[config.mk]
export PLATFORM = sky130hd
export DESIGN_NAME = gip_lane
export DESIGN_NICKNAME = d
export VERILOG_FILES = /design/src/rtl/gip_pkg.sv /design/src/rtl/gip_lane.sv
export SDC_FILE = /design/constraint.sdc
export NUM_CORES = 2
export LEC_CHECK = 0
export BUFFER_PORTS_ARGS = -buffer_cell sky130_fd_sc_hd__buf_2
export CAP_MARGIN = 20
export CORE_UTILIZATION = 45
export DETAILED_ROUTE_END_ITERATION = 8
export SLEW_MARGIN = 20
export SYNTH_ARGS = -nofsm -noshare
export SYNTH_HDL_FRONTEND = slang
export SYNTH_SLANG_ARGS = --single-unit
[constraint.sdc]
create_clock -name vclk -period 28.2
set_input_delay 4.23 -clock vclk [all_inputs]
set_output_delay 4.23 -clock vclk [all_outputs]
set_load 0.05 [all_outputs]
[src/rtl/gip_pkg.sv]
package gip_pkg;

  // Coordinate word width, fixed by the beat layout
  localparam int COORD_BITS = 16;
  // Lane operand width: holds a coordinate difference or a negated coordinate
  localparam int OP_BITS    = COORD_BITS + 2;
  localparam int PROD_BITS  = 2 * OP_BITS;
  localparam int SUM_BITS   = PROD_BITS + 2;
  localparam int NUM_LANES  = 4;

  typedef logic signed [COORD_BITS-1:0] coord_t;
  typedef logic signed [OP_BITS-1:0]    operand_t;
  typedef logic [2:0]                   mode_t;
  typedef logic [1:0]                   sign_t;

  // Predicate selector
  localparam mode_t MODE_ORIENT    = 3'd0;
  localparam mode_t MODE_ON_SEG    = 3'd1;
  localparam mode_t MODE_SEG_SEG   = 3'd2;
  localparam mode_t MODE_LINE_LINE = 3'd3;
  localparam mode_t MODE_RAY_LINE  = 3'd4;
  localparam mode_t MODE_RAY_RAY   = 3'd5;
  localparam mode_t MODE_HALFPLANE = 3'd6;

  // Sign codes; they double as the turn codes of the orientation result
  localparam sign_t SGN_ZERO = 2'd0;
  localparam sign_t SGN_POS  = 2'd1;
  localparam sign_t SGN_NEG  = 2'd2;

  typedef struct packed {
    mode_t  mode;
    coord_t a_x;
    coord_t a_y;
    coord_t b_x;
    coord_t b_y;
    coord_t c_x;
    coord_t c_y;
    coord_t d_x;
    coord_t d_y;
  } in_item_t;

  typedef struct packed {
    logic  hit;
    sign_t turn;
  } out_item_t;

  // One lane computes sign(x1*y1 - x2*y2 + k)
  typedef struct packed {
    operand_t x1;
    operand_t y1;
    operand_t x2;
    operand_t y2;
    operand_t k;
  } lane_ops_t;

  typedef lane_ops_t [NUM_LANES-1:0] lane_ops_arr_t;
  typedef sign_t [NUM_LANES-1:0]     lane_sign_arr_t;

endpackage

[src/rtl/gip_lane.sv]
module gip_lane (
  input  gip_pkg::lane_ops_t ops,
  output gip_pkg::sign_t     sgn
);
  import gip_pkg::*;

  logic signed [PROD_BITS-1:0] p1;
  logic signed [PROD_BITS-1:0] p2;
  logic signed [SUM_BITS-1:0]  sum;

  // Two products, their difference plus the constant term
  assign p1  = ops.x1 * ops.y1;
  assign p2  = ops.x2 * ops.y2;
  assign sum = SUM_BITS'(p1) - SUM_BITS'(p2) + SUM_BITS'(ops.k);

  // Reduce to a sign code
  always_comb begin
    if (sum[SUM_BITS-1]) begin
      sgn = SGN_NEG;
    end else if (sum != '0) begin
      sgn = SGN_POS;
    end else begin
      sgn = SGN_ZERO;
    end
  end

endmodule

==> metrics.txt <==
outcome=completed; Final Cycle Share=61.0%; routed wire length=71800 um; Crit. End Element=output port; worst hold-check path type=in2out; Least-Margin Pin Slew=874 ps; Worst EP required=23970 ps; Worst setup startpoint=ops[18]; Syn Inst Count=~2800; placed cell count=3564; # port buffers=92; Max Slew Vio Count=0; fillers=5539; crit path buf inv count=8; Area growth syn-to-layout=3.85%; post-synth top area cell=fa_1; Remaining DRCs=0; max_cap viols=0; crit path time final=17190 ps; worst-path fanout max=18; wire per inst=20.1 um; Total GRT Usage=25.8%; Critical Path Max Stage Delay=600 ps; final hold vios=0; die width=244 um; Layout clock buffers=0; initial drt markers=1002; DRT Pass-1 Iters=5; Fmax=between 50 and 60 MHz; sequential cells=0; register area=0 sq um; first-pass GRT wire length=119000 um; Data arrival, critical path=12960 ps; Slew HR=41.6%; sequential share of the synthesized area=0%; # resized after CTS=0; Worst Hold Depth=10; n_diodes=0; I/O pin total=92; most frequent cells in the layout=inv_1 (832), fa_1 (778), nand2_1 (360), and2_1 (284), ha_1 (171); Hold Crit Endpoint=sgn[1]; most common cell after layout, fill and taps aside=inv_1; vias in the first global route=20669; post-synth cell types=between 60 and 70; Final Wtd Congestion=0.922; RSZ-0062 raised after global routing=no; CP max stage cell=fa_1; vias per std cell=5.08; Final nets=between 3000 and 4000; yosys warns=0; via count=18104; Syn Nets=3850; Initial Util=45.5%; Top Family by Delay on Critical Path=adder cells; core area=57700 sq um; Hold Crit Start=ops[53]; Post-Layout Cell Count=3564; Die Height=about 240 um; fraction of layout cells with a size suffix above 1=approximately 4.2%; Post-CTS Setup Inserts=0; top post-synthesis cells by area=fa_1 (59%), inv_1 (12%), ha_1 (8.1%), and2_1 (6.8%), nand2_1 (5.1%); post-synth top area share=59.3%; mean post-synth cell area=9.35 sq um; Setup crit start kind=input port; initial antenna violation count=0; Die Footprint=between 50000 and 60000 sq um; Crit Path Category=in2out; Syn Std Cell Area=26300 sq um; Rows=88; Final setup viols=0; CTS Hold Bufs=0; antenna-violating nets left=0; GRT overflow=0; setup TNS=0 ps; DP HPWL=64800 um; cell mode on critical path=fa_1; largest net degree at the start of global routing=20
[how the worst max path moves through the flow]
| stage | cells past startpoint | to | slack, ps |
|---|---|---|---|
| floorplan | 26 | sgn[0] | 11800 |
| global placement | 28 | sgn[0] | 11190 |
| detailed placement | 28 | sgn[0] | 11070 |
| CTS | 28 | sgn[0] | 11050 |
| global route | 28 | sgn[0] | 10560 |
| finish | 28 | sgn[0] | 11010 |
[Yosys cell counts (3+ instances only)]
cell type  count
clkbuf_1      99
and3_1         5
o21ai_0       15
fa_1         778
o21ai_1        6
a21o_1         7
nor3_1         4
xnor2_1       27
o21a_1         8
o21bai_1       6
inv_1        832
a21oi_1       39
xor2_1         8
nor2b_1       18
nand2_1      360
o21ai_2        3
a21oi_2        3
nand2b_1      14
nor4_1         7
nor2_1        39
nand4_1       10
nand3_1        7
and2_1       284
ha_1         171
o22ai_1        4
[area by class of cell]
| class | instances | area (sq um) | area share [%] |
|---|---|---|---|
| Inverter | 832 | 3120 | 11.4 |
| Multi-Input combinational cell | 1874 | 22700 | 83.3 |
| Tap cell | 765 | 957 | 3.51 |
| Timing Repair Buffer | 93 | 468 | 1.72 |
[per-stage QoR]
| step | area, sq um | setup WS (ps) | hold slack [ps] | utilization (%) |
|---|---|---|---|---|
| global route | 27300 | 10560 | 10330 | 47.3 |
| floorplan | 26300 | 11800 | 9560 | - |
| CTS | 27300 | 11050 | 10140 | 47.3 |
| finish | 27300 | 11010 | 10100 | 47.3 |
| detailed placement | 27300 | 11070 | 10130 | 47.3 |
| global placement | 27300 | 11190 | 10080 | 47.3 |
[cell families after synthesis]
kind of cell / after synthesis / share of synthesized area [%]
AOI/OAI and AO/OA: 122 / 3.28
xor gates and xnor gates: 35 / 1.17
adders and majority gates: 949 / 67.4
buffers and inverters: 937 / 13.5
muxes: 4 / 0.162
and+or+nand+nor: 764 / 14.5
[layer usage]
| metal | wire (um) | vias up | share of wire [%] | GRT usage, % |
|---|---|---|---|---|
| met1 | 34200 | 9630 | 48 | 39.5 |
| met4 | 881 | 0 | 1.2 | 3.05 |
| met3 | 3420 | 54 | 4.8 | 2.15 |
| li1 | - | 7899 | - | - |
| met2 | 33300 | 521 | 46 | 41.2 |
| met5 | 0 | - | 0 | 0 |
Power is not shown: default switching activity piles up to over one toggle a cycle in this logic, so the estimate is an artifact.
