`config.mk`:
```
export PLATFORM = sky130hd
export DESIGN_NAME = gip_operand_sel
export DESIGN_NICKNAME = d
export VERILOG_FILES = /design/src/rtl/gip_pkg.sv /design/src/rtl/gip_operand_sel.sv
export SDC_FILE = /design/constraint.sdc
export NUM_CORES = 1
export LEC_CHECK = 0
export BUFFER_PORTS_ARGS = -buffer_cell sky130_fd_sc_hd__buf_2
export CAP_MARGIN = 20
export CORE_AREA = 2 2 192 194
export DETAILED_ROUTE_END_ITERATION = 16
export DIE_AREA = 0 0 194 196
export PLACE_DENSITY = 0.69
export SLEW_MARGIN = 20
export SYNTH_ARGS = -nofsm -noshare
export SYNTH_HDL_FRONTEND = slang
export SYNTH_SLANG_ARGS = --single-unit
```
`constraint.sdc`:
```
create_clock -name vclk -period 2.66
set_input_delay 0.133 -clock vclk [all_inputs]
set_output_delay 0.133 -clock vclk [all_outputs]
set_load 0.05 [all_outputs]
```
`src/rtl/gip_pkg.sv`:
```
package gip_pkg;

  // Coordinate word width, fixed by the beat layout
  localparam int COORD_BITS = 16;
  // Lane operand width: holds a coordinate difference or a negated coordinate
  localparam int OP_BITS    = COORD_BITS + 2;
  localparam int PROD_BITS  = 2 * OP_BITS;
  localparam int SUM_BITS   = PROD_BITS + 2;
  localparam int NUM_LANES  = 4;

  typedef logic signed [COORD_BITS-1:0] coord_t;
  typedef logic signed [OP_BITS-1:0]    operand_t;
  typedef logic [2:0]                   mode_t;
  typedef logic [1:0]                   sign_t;

  // Predicate selector
  localparam mode_t MODE_ORIENT    = 3'd0;
  localparam mode_t MODE_ON_SEG    = 3'd1;
  localparam mode_t MODE_SEG_SEG   = 3'd2;
  localparam mode_t MODE_LINE_LINE = 3'd3;
  localparam mode_t MODE_RAY_LINE  = 3'd4;
  localparam mode_t MODE_RAY_RAY   = 3'd5;
  localparam mode_t MODE_HALFPLANE = 3'd6;

  // Sign codes; they double as the turn codes of the orientation result
  localparam sign_t SGN_ZERO = 2'd0;
  localparam sign_t SGN_POS  = 2'd1;
  localparam sign_t SGN_NEG  = 2'd2;

  typedef struct packed {
    mode_t  mode;
    coord_t a_x;
    coord_t a_y;
    coord_t b_x;
    coord_t b_y;
    coord_t c_x;
    coord_t c_y;
    coord_t d_x;
    coord_t d_y;
  } in_item_t;

  typedef struct packed {
    logic  hit;
    sign_t turn;
  } out_item_t;

  // One lane computes sign(x1*y1 - x2*y2 + k)
  typedef struct packed {
    operand_t x1;
    operand_t y1;
    operand_t x2;
    operand_t y2;
    operand_t k;
  } lane_ops_t;

  typedef lane_ops_t [NUM_LANES-1:0] lane_ops_arr_t;
  typedef sign_t [NUM_LANES-1:0]     lane_sign_arr_t;

endpackage

```
`src/rtl/gip_operand_sel.sv`:
```
module gip_operand_sel (
  input  gip_pkg::in_item_t      item,
  output gip_pkg::lane_ops_arr_t ops
);
  import gip_pkg::*;

  operand_t ax, ay, bx, by, cx, cy, dx, dy, ex, ey;

  function automatic lane_ops_t mk(operand_t x1, operand_t y1, operand_t x2,
                                   operand_t y2, operand_t k);
    lane_ops_t r;
    r.x1 = x1;
    r.y1 = y1;
    r.x2 = x2;
    r.y2 = y2;
    r.k  = k;
    return r;
  endfunction

  // Widen the coordinates
  assign ax = OP_BITS'(item.a_x);
  assign ay = OP_BITS'(item.a_y);
  assign bx = OP_BITS'(item.b_x);
  assign by = OP_BITS'(item.b_y);
  assign cx = OP_BITS'(item.c_x);
  assign cy = OP_BITS'(item.c_y);
  assign dx = OP_BITS'(item.d_x);
  assign dy = OP_BITS'(item.d_y);
  // Offset of ray B origin from ray A origin
  assign ex = cx - ax;
  assign ey = cy - ay;

  // Route operands to the four lanes per predicate
  always_comb begin
    for (int i = 0; i < NUM_LANES; i++) begin
      ops[i] = '0;
    end
    case (item.mode)
      MODE_ORIENT, MODE_ON_SEG, MODE_SEG_SEG: begin
        // Cross products ABxAC, ABxAD, CDxCA, CDxCB
        ops[0] = mk(bx - ax, cy - ay, by - ay, cx - ax, '0);
        ops[1] = mk(bx - ax, dy - ay, by - ay, dx - ax, '0);
        ops[2] = mk(dx - cx, ay - cy, dy - cy, ax - cx, '0);
        ops[3] = mk(dx - cx, by - cy, dy - cy, bx - cx, '0);
      end
      MODE_LINE_LINE: begin
        // Determinant, then the two parallel-coincidence tests
        ops[0] = mk(ax, cy, cx, ay, '0);
        ops[1] = mk(dx, ay, bx, cy, '0);
        ops[2] = mk(dx, ax, bx, cx, '0);
      end
      MODE_RAY_LINE: begin
        // Direction dot normal, and line value at the ray origin
        ops[0] = mk(bx, cx, -by, cy, '0);
        ops[1] = mk(cx, ax, -cy, ay, dx);
      end
      MODE_RAY_RAY: begin
        // Determinant, both parameter numerators, direction dot product
        ops[0] = mk(dx, by, dy, bx, '0);
        ops[1] = mk(ex, dy, ey, dx, '0);
        ops[2] = mk(ex, by, ey, bx, '0);
        ops[3] = mk(bx, dx, -by, dy, '0);
      end
      MODE_HALFPLANE: begin
        ops[0] = mk(ax, cx, -ay, cy, bx);
      end
      default: begin
        ops[0] = '0;
      end
    endcase
  end

endmodule

```
==> results.env <==
STATUS='finished, violations left'
FAILED_CHECKS='negative setup slack'
MAPPEDNETLISTAREA_UM2=14600
CORE.ROWCOUNT=70
MULTIPLEXER_SHARE_OF_THE_SYNTHESIZED_AREA=0.0292
HOLD_PATH.STARTPOINT='item[61]'
GLOBALROUTE.TOTALOVERFLOW=0
DP_HPWL_UM=78800
SETUP_CRIT_END_KIND='output port'
SYN2LAYOUT_AREA_GROWTH_PCT=78.8
DIE_AREA_UM2=38000
CELLPOWERDENSITY_nW_PER_UM2=390
MOSTFREQUENTLAYOUTCELLS='611 x buf_4, 274 x buf_2, 263 x nand2_1'
HOLD_PATH_END='ops[175]'
IO_BUFFER_COUNT=455
MAXCAPVIOLATIONS=0
SYNTH_LARGEST_TYPE_AREA_FRACTION=0.167
DR_TOTAL_VIAS=24200
DETAIL-ROUTE-ANTENNA-NETS=0
VIA_COUNT_OF_THE_FIRST_GLOBAL_ROUTING_PASS=22900
HOLDCRITPATHCLASS='input pin to output port'
SLEW-LIMIT-HEADROOM=0.443
GRT_ANTENNA_BEFORE_REPAIR=4
DRT-PASS1-ITER-COUNT=10
ROUTABILITYCONGESTION=1.10
HOLD_DEPTH=4
SYNTH_TOP_FAMILY_BY_AREA='compound AO/OA/AOI/OAI gates'
SHARE_OF_THE_SYNTHESIZED_AREA_IN_COMPOUND_GATES_AO_OA_AOI_OAI=0.379
CRITICAL_PATH_ARRIVAL_NS=2.81
GRT_FIRST_PASS_WIRELENGTH_UM=141000
N_CLOCK_BUFFER=0
MAX_SLEW.WORST_PIN.SLEW_NS=0.835
SYNTH-XOR-AREA-SHARE=0.109
REPORT.FINAL.HOLD_VIOL_COUNT=0
MOSTFREQUENTLAYOUTCELL='buf_4'
WL_PER_CELL_UM=28.7
TIMING.FINAL.CRIT_PERIOD_NS=2.95
FINALPOWER_mW=10.2
DIE_H_UM=196
DIE_X_UM=194
SYNTHDISTINCTLIBCELLS=72
MAX_CLOCK_FREQ_MHz=339
SYNTH.LARGEST_AREA_CELL='ha_1'
LAYOUT.AREA.SEQ_UM2=0
SYNTH_SIMPLE_GATE_AREA_FRAC=0.208
REQUIRED_NS=2.53
CRITICAL_PATH_CLASS='input pin to output port'
YOSYS-TOP-CELLS-AREA='ha_1 17%, nand2_1 7.2%, o21ai_0 7.0%'
TIMING.FINAL.CRIT_SHARE=1.11
GRT_START_MAX_NET_PINS=67
START_KIND='input pin'
DRT-VIAS-PER-INSTANCE=6.66
FIN_HOLD_WS_NS=0.714
FRACTION_OF_LAYOUT_INSTANCES_USING_A_DRIVE_STRENGTH_ABOVE_1=0.486
POWER.STATIC_LEAKAGE_nW=12.5
SYNTH_WARNINGS=0
FINALWIRELENGTH_UM=104000
CRITICAL_PATH.MAX_FANOUT=4
YOSYSSEQAREASHARE=0
WORST_IR_DROP_VDD_V=0.000340
GRT_SETUP_UNREPAIRED='true'
FINAL_NETS=3495
FINAL_SETUP_VIOLATION_COUNT=90
ALL_LAYER_GR_USAGE=0.485
FIN_WS_NS=-0.288
I_O_PIN_TOTAL=491
SYNTHESIS.INSTANCES=2218
START_UTIL=0.404
SEQ_CELLS=0
DRC_ERRORS=0
FLOORPLAN.CORE_AREA_UM2=36100
SYNTHADDERAREAFRAC=0.184
SYN_AVG_CELL_AREA_UM2=6.58
SLEW_LIMIT_FAILS=0
DRT-INITIAL-DRC-COUNT=3061
per-layer routing:
metal	track usage	share of wire	vias up
met2	0.757	0.42	2101
met5	0	0.00034	-
li1	-	-	9991
met3	0.148	0.15	611
met1	0.614	0.36	11400
met4	0.216	0.067	6
worst max-delay path, cell delays in order:
cell and delay [ns]:
buf_8 0.08, clkinvlp_4 0.17, buf_6 0.17, fa_2 0.37, a211oi_2 0.23, nor2_2 0.06
o211a_1 0.26, o31a_1 0.29, a311oi_2 0.27, xnor2_2 0.15, a22oi_2 0.29, o311ai_4 0.15
buf_6 0.18
power by group:
group	internal, mW	switching (mW)
combinational	3.71	6.45
clock	0.0000000459	0
sequential	0	0
area by class of cell:
| type | instances | area (µm²) |
|---|---|---|
| multi-input combinational | 1952 | 16400 |
| inverter | 124 | 546 |
| fill | 2806 | 10000 |
| timing repair buffer | 1079 | 8570 |
| tap | 468 | 586 |
| antenna | 1 | 2.50 |
cell families after synthesis:
family                     count (synthesis)
AOI/OAI and AO/OA                        828
xor gates and xnor gates                 181
adders and majority gates                207
buffers and inverters                    301
muxes                                     42
other                                      1
and+or+nand+nor                          658
how the worst max path moves through the flow:
| stage | cells after the start | end | start | slack [ns] |
|---|---|---|---|---|
| floorplan | 11 | ops[179] | item[113] | -0.37 |
| global placement | 14 | ops[176] | item[80] | -0.80 |
| detailed placement | 14 | ops[176] | item[80] | -0.76 |
| CTS | 13 | ops[140] | item[97] | -0.26 |
| global route | 15 | ops[173] | item[113] | -0.38 |
| finish | 13 | ops[140] | item[97] | -0.29 |
per-stage QoR:
step | area, µm² | utilization | worst slack, ns | TNS, ns | instances
6_report | 26100 | 0.723 | -0.288 | -11.07 | 3624
5_1_grt | 26100 | 0.723 | -0.380 | -15.73 | 3623
4_1_cts | 24200 | 0.670 | -0.260 | -5.33 | 3591
3_5_place_dp | 21800 | 0.604 | -0.759 | -40.96 | 3544
3_3_place_gp | 21800 | 0.604 | -0.798 | -35.96 | 3544
2_1_floorplan | 15200 | - | -0.372 | -1.86 | 2253
synthesized netlist by cell type (11+ instances only):
cell type  count
a31oi_1       24
nor2b_1       30
nand2b_1      29
clkbuf_1     100
or3_1         11
nand4_1       22
inv_1        122
a221oi_1      11
o21ai_0      204
o211ai_1      37
a211oi_1      24
buf_1         23
a22oi_1       53
o21a_1        38
nor3_1        27
nor2_1       147
a221o_1       15
ha_1         195
a21o_1        67
nand2_1      280
and3_1        23
xnor2_1      115
nand3_1       32
o31ai_1       19
and2_1        16
o21bai_1      15
fa_1          12
buf_4         53
o31a_1        11
a222oi_1      20
o22ai_1       19
o221ai_1      37
mux2i_1       38
a21oi_1      160
xor2_1        66
repair_timing:
action | CTS | global route
gates resized for setup | 487 | 383
pin swaps | 184 | 191
setup endpoints to repair | 154 | 159
buffers inserted | 53 | 41
hold buffers | 0 | 0
(Power assumes the default switching activity.)
