[config.mk]
export PLATFORM = sky130hd
export DESIGN_NAME = gip_decide
export DESIGN_NICKNAME = d
export VERILOG_FILES = /design/src/rtl/gip_pkg.sv /design/src/rtl/gip_decide.sv
export SDC_FILE = /design/constraint.sdc
export NUM_CORES = 1
export LEC_CHECK = 0
export ABC_AREA = 1
export CORE_ASPECT_RATIO = 0.8
export CORE_MARGIN = 4
export CORE_UTILIZATION = 50
export DETAILED_ROUTE_END_ITERATION = 12
export DONT_BUFFER_PORTS = 1
export RECOVER_POWER = 25
export SLEW_MARGIN = 10
export SYNTH_ARGS = -nofsm -noshare
export SYNTH_HDL_FRONTEND = slang
export SYNTH_SLANG_ARGS = --single-unit
export TNS_END_PERCENT = 20
[constraint.sdc]
create_clock -name vclk -period 7.2
set_input_delay 2.16 -clock vclk [all_inputs]
set_output_delay 2.16 -clock vclk [all_outputs]
set_load 0.01 [all_outputs]
[src/rtl/gip_pkg.sv]
package gip_pkg;

  // Coordinate word width, fixed by the beat layout
  localparam int COORD_BITS = 16;
  // Lane operand width: holds a coordinate difference or a negated coordinate
  localparam int OP_BITS    = COORD_BITS + 2;
  localparam int PROD_BITS  = 2 * OP_BITS;
  localparam int SUM_BITS   = PROD_BITS + 2;
  localparam int NUM_LANES  = 4;

  typedef logic signed [COORD_BITS-1:0] coord_t;
  typedef logic signed [OP_BITS-1:0]    operand_t;
  typedef logic [2:0]                   mode_t;
  typedef logic [1:0]                   sign_t;

  // Predicate selector
  localparam mode_t MODE_ORIENT    = 3'd0;
  localparam mode_t MODE_ON_SEG    = 3'd1;
  localparam mode_t MODE_SEG_SEG   = 3'd2;
  localparam mode_t MODE_LINE_LINE = 3'd3;
  localparam mode_t MODE_RAY_LINE  = 3'd4;
  localparam mode_t MODE_RAY_RAY   = 3'd5;
  localparam mode_t MODE_HALFPLANE = 3'd6;

  // Sign codes; they double as the turn codes of the orientation result
  localparam sign_t SGN_ZERO = 2'd0;
  localparam sign_t SGN_POS  = 2'd1;
  localparam sign_t SGN_NEG  = 2'd2;

  typedef struct packed {
    mode_t  mode;
    coord_t a_x;
    coord_t a_y;
    coord_t b_x;
    coord_t b_y;
    coord_t c_x;
    coord_t c_y;
    coord_t d_x;
    coord_t d_y;
  } in_item_t;

  typedef struct packed {
    logic  hit;
    sign_t turn;
  } out_item_t;

  // One lane computes sign(x1*y1 - x2*y2 + k)
  typedef struct packed {
    operand_t x1;
    operand_t y1;
    operand_t x2;
    operand_t y2;
    operand_t k;
  } lane_ops_t;

  typedef lane_ops_t [NUM_LANES-1:0] lane_ops_arr_t;
  typedef sign_t [NUM_LANES-1:0]     lane_sign_arr_t;

endpackage

[src/rtl/gip_decide.sv]
module gip_decide (
  input  gip_pkg::in_item_t       item,
  input  gip_pkg::lane_sign_arr_t sgn,
  output gip_pkg::out_item_t      res
);
  import gip_pkg::*;

  logic box_c_ab, box_d_ab, box_a_cd, box_b_cd;
  logic hit;
  sign_t turn;

  // Closed range test against two unordered ends
  function automatic logic between(coord_t v, coord_t e1, coord_t e2);
    logic fwd, rev;
    fwd = (v >= e1) && (v <= e2);
    rev = (v >= e2) && (v <= e1);
    return fwd || rev;
  endfunction

  // Bounding box tests of a point against a segment
  assign box_c_ab = between(item.c_x, item.a_x, item.b_x) &&
                    between(item.c_y, item.a_y, item.b_y);
  assign box_d_ab = between(item.d_x, item.a_x, item.b_x) &&
                    between(item.d_y, item.a_y, item.b_y);
  assign box_a_cd = between(item.a_x, item.c_x, item.d_x) &&
                    between(item.a_y, item.c_y, item.d_y);
  assign box_b_cd = between(item.b_x, item.c_x, item.d_x) &&
                    between(item.b_y, item.c_y, item.d_y);

  // Combine lane signs per predicate
  always_comb begin
    hit  = 1'b0;
    turn = SGN_ZERO;
    case (item.mode)
      MODE_ORIENT: begin
        turn = sgn[0];
      end
      MODE_ON_SEG: begin
        hit = (sgn[0] == SGN_ZERO) && box_c_ab;
      end
      MODE_SEG_SEG: begin
        hit = ((sgn[0] != sgn[1]) && (sgn[2] != sgn[3])) ||
              ((sgn[0] == SGN_ZERO) && box_c_ab) ||
              ((sgn[1] == SGN_ZERO) && box_d_ab) ||
              ((sgn[2] == SGN_ZERO) && box_a_cd) ||
              ((sgn[3] == SGN_ZERO) && box_b_cd);
      end
      MODE_LINE_LINE: begin
        if (sgn[0] != SGN_ZERO) begin
          hit = 1'b1;
        end else if (item.a_y != '0) begin
          hit = (sgn[1] == SGN_ZERO);
        end else begin
          hit = (sgn[2] == SGN_ZERO);
        end
      end
      MODE_RAY_LINE: begin
        // Parallel: origin must lie on the line; else parameter must be >= 0
        if (sgn[0] == SGN_ZERO) begin
          hit = (sgn[1] == SGN_ZERO);
        end else begin
          hit = (sgn[1] == SGN_ZERO) || (sgn[1] != sgn[0]);
        end
      end
      MODE_RAY_RAY: begin
        if (sgn[0] == SGN_ZERO) begin
          hit = (sgn[2] == SGN_ZERO) && (sgn[3] == SGN_POS);
        end else begin
          hit = ((sgn[1] == SGN_ZERO) || (sgn[1] == sgn[0])) &&
                ((sgn[2] == SGN_ZERO) || (sgn[2] == sgn[0]));
        end
      end
      MODE_HALFPLANE: begin
        hit = (sgn[0] != SGN_NEG);
      end
      default: begin
        hit = 1'b0;
      end
    endcase
  end

  assign res.hit  = hit;
  assign res.turn = turn;

endmodule

==> impl_metrics.tcl, run 1 <==
set metrics [dict create \
    die_area_um2 9130 \
    drt_iter0_markers 167 \
    port_buffers 0 \
    wl_mm 10.0 \
    drc_errors 0 \
    avgRoutedWirePerCell_um 13.5 \
    area_delta_synth_final_pct 3.23 \
    antenna_found_initial 0 \
    hold_violations 0 \
    crit_start "item[31]" \
    start_util_pct 51.6 \
    crit_type "in -> out" \
    ys_warn_count 0 \
    max_slew_margin_pct 58.6 \
    synth_cells 638 \
    crit_chain "inv_1, ha_1, nand2_1, nor3_1, nand2_1, nand3_1, nand3_1, nand2_1, nand2_1, nand3_1, nand3_1, o21bai_1, nand2_1" \
    final_max_slew_viol_count 0 \
    synth-seq-area-share_pct 0 \
    ys_types 27 \
    syn_area_um2 3830 \
    final_nets 906 \
    switching_share_pct 60.0 \
    postCtsSetupRepairBufs 0 \
    vdd_drop_max_v 0.0000223 \
    cp_max_fo 5 \
    first_pass_iters 5 \
    grtUsageMet2_pct 34.0 \
    pwr-share-seq_pct 0 \
    antenna_cells 0 \
    post_cts_resize_count 0 \
    crit_arrival_ns 4.14 \
    die_w_um 106 \
    dp_hpwl_mm 9.43 \
    core.rowCount 28 \
    yosys-top-cells-area "ha_1 (42%), nand2_1 (18%), inv_1 (12%)" \
    place_congestion 0.832 \
    fill_cells 789 \
    grt_usage_pct 21.4 \
    power_frac_comb_pct 100.0 \
    netlist.area_leader.share_pct 41.8 \
    regArea_um2 0 \
    crit_path_top_delay_cell "nor3_1" \
    dp_cells 742 \
    tns_ns 0 \
    overflow 0 \
    leakagePower_uw 0.00249 \
    hp-class "in -> out" \
    max_cap_viol_count 0 \
    setup-violations-final 0 \
    yosysTopAreaCell "ha_1" \
    powerDensity_nw_per_um2 58.2 \
    met1_usage_pct 31.9 \
    p_int_uw 92.0 \
    io_pins 142 \
    pwr-share-clk_pct 0 \
    grt_pass1_wl_mm 16.4 \
    yosysMostFrequentCell "nand2_1" \
    die_y_um 86.3 \
    core_um2 7430 \
    avgSynthCellArea_um2 6.00 \
    worstMarginPinSlew_ns 0.615 \
    min_period_ns 6.30 \
    design.seq.count 0 \
    grt_max_degree 7 \
    grt_pass1_vias 3667 \
    p_switching_uw 138 \
    cp.required_ns 5.04 \
    hp-start "sgn[0]" \
    cp-end-kind "primary output" \
    drive_gt1_share_pct 2.04 \
    nClkBuffers 0 \
    grt_use_met3_pct 3.72 \
    critPathMaxStageDelay_ns 0.43 \
    rsz0062_at_grt "false" \
    crit_end "res[2]" \
    holdBufCountCts 0 \
    status "complete, no violations" \
    busiest_layer "met2" \
    max_clock_freq_mhz 159 \
    via_per_inst 5.26 \
    crit_path_start_kind "input pin" \
    fin_cells 742 \
    via_count 3903 \
    synth_fp_nets 905 \
    crit_top_cell "nand2_1" \
    final_antenna_net_count 0 \
    fin_crit_sh_pct 87.5 \
    synth_common_cells "nand2_1 (184), ha_1 (128), inv_1 (118), nand3_1 (47), a21oi_1 (46)" \
]
-- area by class of cell --
cell class,instances,area [µm²],area share (%)
inverter,121,454,11.5
multi-input combinational,516,3370,85.2
tap,105,131,3.32
-- routing by layer --
layer / vias up / share of wire [%]
met1: 1656 / 51
met4: 0 / 0.22
met2: 137 / 40
met5: - / 0
li1: 2106 / -
met3: 4 / 8.8
-- cell families after synthesis --
family | count (synthesis) | synth area share, %
simple gates | 310 | 34.6
fa+ha+maj | 128 | 41.8
buf+inv | 122 | 12.1
compound gates | 77 | 11.3
xor+xnor | 1 | 0.229
-- worst min-delay path by stage --
stage                   to  cells after the start
global route        res[0]                      2
finish              res[0]                      2
detailed placement  res[0]                      2
global placement    res[0]                      2
CTS                 res[0]                      2
floorplan           res[0]                      2
-- critical path, delay by kind of cell --
| kind | cells | cell delay (ns) |
|---|---|---|
| and+or+nand+nor | 10 | 1.45 |
| adders and majority gates | 1 | 0.36 |
| AOI/OAI and AO/OA | 1 | 0.12 |
| buffers and inverters | 1 | 0.05 |
-- per-stage QoR --
stage | area, µm² | utilization [%] | power (µW) | hold WS [ns] | setup WS [ns]
floorplan | 3830 | - | 183 | 4.43 | 1.33
global placement | 3950 | 53.2 | 223 | 4.44 | 0.980
detailed placement | 3950 | 53.2 | 229 | 4.44 | 0.935
CTS | 3950 | 53.2 | 231 | 4.44 | 0.933
global route | 3950 | 53.2 | 274 | 4.46 | 0.659
finish | 3950 | 53.2 | 230 | 4.44 | 0.897
-- placed cells by master, fill, tap and decap left out, drive strengths merged, types with 2 or more instances in the layout --
master / instances
a21o: 6
a21oi: 47
a31oi: 2
ha: 128
inv: 121
nand2: 187
nand3: 48
nand4: 12
nor2: 44
nor3: 7
nor4: 7
o21a: 2
o21ai: 12
o21bai: 7
or2: 4
-- power groups by stage --
stage	registers (µW)	logic (µW)	clock network, µW
floorplan	0	183	0
global placement	0	223	0
global route	0	274	0
CTS	0	231	0
detailed placement	0	229	0
finish	0	230	0
Power figures use the tool's default switching activity.
==> run 2, diff against run 1 <==
--- a/config.mk
+++ b/config.mk
@@ -8,9 +8,10 @@
 export ABC_AREA = 1
 export CORE_ASPECT_RATIO = 0.8
 export CORE_MARGIN = 4
-export CORE_UTILIZATION = 50
+export CORE_UTILIZATION = 28
 export DETAILED_ROUTE_END_ITERATION = 12
 export DONT_BUFFER_PORTS = 1
+export MAX_ROUTING_LAYER = met4
 export RECOVER_POWER = 25
 export SLEW_MARGIN = 10
 export SYNTH_ARGS = -nofsm -noshare
==> impl_metrics.tcl, run 2 (same netlist as run 1, synthesis figures left out) <==
set metrics [dict create \
    core_um2 13100 \
    hp-start "sgn[0]" \
    grt_pass1_wl_mm 17.5 \
    die_w_um 139 \
    design.seq.count 0 \
    final_max_slew_viol_count 0 \
    status "complete, no violations" \
    grt_usage_pct 13.5 \
    hold_violations 0 \
    fin_crit_sh_pct 84.3 \
    p_switching_uw 139 \
    port_buffers 0 \
    start_util_pct 29.2 \
    crit_type "in -> out" \
    tns_ns 0 \
    power_frac_comb_pct 100.0 \
    antenna_cells 0 \
    drt_iter0_markers 143 \
    regArea_um2 0 \
    avgRoutedWirePerCell_um 13.2 \
    crit_start "item[31]" \
    hp-class "in -> out" \
    grt_max_degree 7 \
    via_count 3812 \
    powerDensity_nw_per_um2 57.0 \
    crit_arrival_ns 3.91 \
    vdd_drop_max_v 0.0000197 \
    drive_gt1_share_pct 2.04 \
    rsz0062_at_grt "false" \
    post_cts_resize_count 0 \
    die_area_um2 15600 \
    crit_path_start_kind "input pin" \
    antenna_found_initial 0 \
    fill_cells 1515 \
    setup-violations-final 0 \
    min_period_ns 6.07 \
    via_per_inst 4.69 \
    mostFrequentLayoutCells "nand2_1 (184), ha_1 (128), inv_1 (118), nand3_1 (47), a21oi_1 (46)" \
    final_nets 906 \
    overflow 0 \
    utilization_pct 30.8 \
    max_slew_margin_pct 69.7 \
    cp_max_fo 5 \
    postCtsSetupRepairBufs 0 \
    pwr-share-clk_pct 0 \
    holdBufCountCts 0 \
    place_congestion 0.908 \
    cp.required_ns 5.04 \
    hold_path_depth 2 \
    area_delta_synth_final_pct 5.52 \
    wl_mm 10.7 \
    switching_share_pct 60.2 \
    whs_endpoint "res[0]" \
    multi_input_area_um2 3370 \
    pwr-share-seq_pct 0 \
    worstMarginPinSlew_ns 0.450 \
    io_pins 142 \
    final_antenna_net_count 0 \
    p_int_uw 91.8 \
    leakagePower_uw 0.00249 \
    dp_hpwl_mm 10.2 \
    final_common_cell "nand2_1" \
    die_y_um 113 \
    max_cap_viol_count 0 \
    grt_pass1_vias 3614 \
    core.rowCount 37 \
    nClkBuffers 0 \
    drc_errors 0 \
    max_clock_freq_mhz 165 \
    first_pass_iters 4 \
    cp-end-kind "primary output" \
]
-- run 2: worst max-delay path by stage --
stage	end	slack, ns
floorplan	res[2]	1.33
CTS	res[2]	1.09
global route	res[2]	0.89
global placement	res[2]	1.13
finish	res[2]	1.13
detailed placement	res[2]	1.09
-- run 2: power by group through the flow --
stage | Clock (µW) | Sequential, µW | Combinational (µW)
after global placement | 0 | 0 | 231
after CTS | 0 | 0 | 233
after floorplan | 0 | 0 | 183
after global routing | 0 | 0 | 276
final | 0 | 0 | 230
after detailed placement | 0 | 0 | 231
-- run 2: final cells by class --
cell class | instances | area share (%)
tap | 175 | 5.42
multi-input combinational | 516 | 83.3
inverter | 121 | 11.2
-- run 2: through the flow --
step | cells | power [µW] | area (µm²) | hold slack (ns) | worst slack, ns
after floorplan | 638 | 183 | 3830 | 4.43 | 1.33
after global placement | 812 | 231 | 4040 | 4.44 | 1.13
after detailed placement | 812 | 231 | 4040 | 4.44 | 1.09
after CTS | 812 | 233 | 4040 | 4.45 | 1.09
after global routing | 812 | 276 | 4040 | 4.46 | 0.887
final | 812 | 230 | 4040 | 4.44 | 1.13
-- run 2: metal layers --
metal / wire length [µm] / GRT usage (%)
met3: 586 / 1.19
met1: 5760 / 20.4
met5: 0 / -
met4: 67 / 0.717
met2: 4310 / 20.3
-- run 2: critical path, cell delays in order --
cell,delay [ns]
inv_1,0.04
ha_1,0.36
nand2_1,0.11
nor3_1,0.32
nand2_1,0.17
nand3_1,0.11
nand3_1,0.10
nand2_1,0.07
nand2_1,0.05
nand3_1,0.07
nand3_1,0.09
o21bai_1,0.12
nand2_1,0.13
